==> src/hdl/dhtq_ram.sv <==
// Generic single-port-write, single-port-read RAM with registered read data.
module dhtq_ram #(
  parameter int WIDTH = 88,
  parameter int DEPTH = 32
) (
  input  logic                     clk,
  input  logic                     wr_en,
  input  logic [$clog2(DEPTH)-1:0] wr_addr,
  input  logic [WIDTH-1:0]         wr_data,
  input  logic [$clog2(DEPTH)-1:0] rd_addr,
  output logic [WIDTH-1:0]         rd_data
);

  logic [WIDTH-1:0] mem [DEPTH];

  // Write and registered read
  always_ff @(posedge clk) begin
    if (wr_en) begin
      mem[wr_addr] <= wr_data;
    end
    rd_data <= mem[rd_addr];
  end

endmodule

==> config.mk <==
export PLATFORM = sky130hd
export DESIGN_NAME = dhtq_ram
export DESIGN_NICKNAME = d
export VERILOG_FILES = /design/src/hdl/dhtq_ram.sv
export SDC_FILE = /design/constraint.sdc
export NUM_CORES = 2
export LEC_CHECK = 0
export BUFFER_PORTS_ARGS = -buffer_cell sky130_fd_sc_hd__clkbuf_2
export CAP_MARGIN = 5
export CORE_MARGIN = 2
export CORE_UTILIZATION = 40
export CTS_CLUSTER_DIAMETER = 150
export DETAILED_ROUTE_END_ITERATION = 10
export SLEW_MARGIN = 20
export SYNTH_ARGS = -nofsm -noshare
export SYNTH_HDL_FRONTEND = slang
export SYNTH_SLANG_ARGS = --single-unit
==> constraint.sdc <==
create_clock -name clk -period 5.75 [get_ports clk]
set_input_delay 0.575 -clock clk [delete_from_list [all_inputs] [get_ports clk]]
set_output_delay 0.575 -clock clk [all_outputs]
set_load 0.01 [all_outputs]
==> results by group <==
Status
  – Run status: finished clean

CTS
  – Post-CTS resize count: 0
  – CTS max path bufs: 4
  – Max H-tree Level: 5
  – Clock root cell: clkbuf_16
  – Number of buffers created by CTS: 290
  – Clock transition at the registers of the reported paths: about 60 ps
  – TritonCTS clock tree: done
  – Post-CTS Setup Inserts: 0
  – Worst-skew pair later-pin latency: about 860 ps
  – Total of hold buffers inserted after clock tree synthesis: 0
  – Clk sink count: 2904

Routing
  – Detailed-route wire length per cell: around 31 um
  – DRT iter0 DRCs: about 6.2k
  – Vias per std cell: about 5.8
  – Vias: about 54k
  – Number of antenna-violating nets in the routed design: 0
  – Remaining DRCs: 0
  – Total routed wirelength: 285000 um
  – Number of detailed-route iterations in the first pass: 5

Placement
  – Number of I/O port buffers: roughly 190
  – Placed cell area: 115000 um^2
  – Placer congestion estimate: between 0.7 and 0.8
  – Pre-CTS setup slack: between 2000 and 2500 ps
  – Detailed-placement wirelength estimate: 138000 um

Pwr
  – Total power density per cell area: about 360 nW/um^2
  – IR Drop Worst-Case VDD: 258 uV
  – Leakage: about 0.040 uW

STA
  – Unrepaired setup endpoints after global routing: no
  – Minimum hold slack: roughly 330 ps
  – Clock skew: 38.1 ps
  – Period utilisation layout: 0.494
  – Slew margin rel.: 0.206
  – Max Transition Viols Final: 0
  – Finish-stage setup viols: 0
  – Final setup margin: 2910 ps
  – Sum of negative setup slack: 0 ps
  – Final critical delay including setup and external delays: roughly 2800 ps
  – Number of hold violations in the final report: 0
  – Max Clk Rate: approximately 350 MHz
  – Worst-Margin Slew: about 1200 ps

Synth
  – Share of the synthesized area in the top cell type: 0.777
  – Sequential fraction of the synthesis area: 0.793
  – Most used flip-flop cell after synthesis: edfxtp_1
  – Number of synthesized flops with an enable pin: 2816
  – Synth Area per Inst: between 20 and 25 um^2
  – Net Count, Synth: approximately 5.2k
  – Count of distinct cell types in the synthesized netlist: 40
  – Synthesized flop and latch total: 2904
  – Dominant cells by area after synthesis: edfxtp_1 (78%), mux4_2 (7.3%), mux2i_1 (6.5%)
  – Post-Synthesis Cells: between 5k and 6k
  – Cell area after synthesis: around 110000 um^2
  – Fraction of registers with async set or reset after synthesis: 0
  – Number of warnings issued by yosys: 0
  – Cell accounting for the most synthesized area: edfxtp_1

Floorplanning
  – Row cnt: 191
  – Width of the chip: around 530 um
  – Chip Height: 526 um
  – Effective utilization at floorplan: 0.402
  – Area of the die: around 280000 um^2
  – Core ar.: between 200000 and 300000 um^2
  – Number of top-level pins: about 190

Run
  – Max capacitance violation total: 0

Final layout
  – Most common library cell in the layout ignoring fill and taps: edfxtp_1
  – Synth-to-layout area growth: 13.8%
  – Final standard cell area without fillers: ~120000 um^2
  – Top library cells by usage in the layout, fill and taps aside: edfxtp_1 (2816), mux2i_1 (702), a22oi_1 (468)
  – Layout cell share with drive strength beyond 1: 0.196
  – # nets final: 5562

Worst setup path
  – Crit path kind: in -> reg
  – Largest fanout on the critical path: 28
  – Worst setup EP type: flip-flop
  – Required time of the critical path: roughly 6500 ps
  – Type of element launching the critical path: input pin
  – FF-to-FF Start: mem[15][66]
  – Launching instance or port of the critical path: rd_addr[4]
  – Arrival @ worst endpoint: around 3600 ps

Min path
  – Hold path startpoint: wr_data[22]
  – Hold crit path type: in -> reg

Global routing
  – Gr usage total: 0.202
  – Number of global-route vias before repair: 53.7k
  – Remaining Overflow, GRT: 0
  – Global-route wire length before repair: between 400000 and 500000 um
  – Maximum number of pins on one net before global-route repair: 114
  – Number of antenna violations at the first check in global routing: 32
-- worst max-delay path, cell delays in order --
cell      delay [ps]
clkbuf_2         170
buf_4            490
nor2b_4          990
buf_4            570
a22oi_1          170
a31oi_1          390
nand3_1          130
-- per-layer routing --
| metal | global-route usage | wire length (um) | up-vias |
|---|---|---|---|
| met5 | 0 | 157 | - |
| met2 | 0.338 | 142000 | 2026 |
| met4 | 0.0462 | 6340 | 24 |
| li1 | - | - | 22200 |
| met3 | 0.0333 | 19100 | 438 |
| met1 | 0.277 | 118000 | 28800 |
-- where the power goes --
group	switching (uW)	total, uW	internal [uW]
Clock	7760	18400	10600
Sequential	154	23700	23500
Combinational	1330	2030	699
-- synth_stat cells (all sizes together) (5+ instances only) --
library cell,instances
edfxtp,2816
mux2i,702
a22oi,468
mux4,353
buf,173
nand3,168
clkbuf,118
dfxtp,88
a22o,51
a31oi,51
nand4,44
nor2,42
nor2b,17
and2,11
nand2,11
a21oi,5
nand3b,5
-- per-stage QoR --
step / util / std cells / power (uW)
finish: 0.457 / 9261 / 44100
global route: 0.457 / 9259 / 45300
CTS: 0.457 / 9257 / 44400
detailed placement: 0.424 / 8740 / 26200
global placement: 0.423 / 8738 / 26200
floorplan: - / 5145 / 25200
-- registers in the layout, summed over array words and instances, names as in the netlist --
register,flops
rd_data,88
mem,2816
-- final timing paths --
| path | end | slack [ps] | depth (start not counted) |
|---|---|---|---|
| max reg2reg | rd_data[66] | 4090 | 4 |
| max | rd_data[54] | 2910 | 7 |
| min | mem[25][22] | 330 | 1 |
| min reg2reg | rd_data[24] | 620 | 4 |
-- logic make-up after synthesis --
logic type / Yosys count / share of synthesized area
DFF: 2904 / 0.793
muxes: 1056 / 0.138
AOI/OAI and AO/OA: 579 / 0.0398
and+or+nand+nor: 315 / 0.0153
buffers and inverters: 291 / 0.0139
-- layout make-up --
cell class	count	area (um^2)
Antenna cell	4	10.0
Fill cell	22500	147000
Clock buffer	391	7940
Clock inverter	126	1160
Timing Repair Buffer	316	2570
Tap cell	3570	4470
Sequential cell	2904	86300
Multi-Input combinational cell	1950	21300
Note: power is estimated with default switching activity, not from simulation.
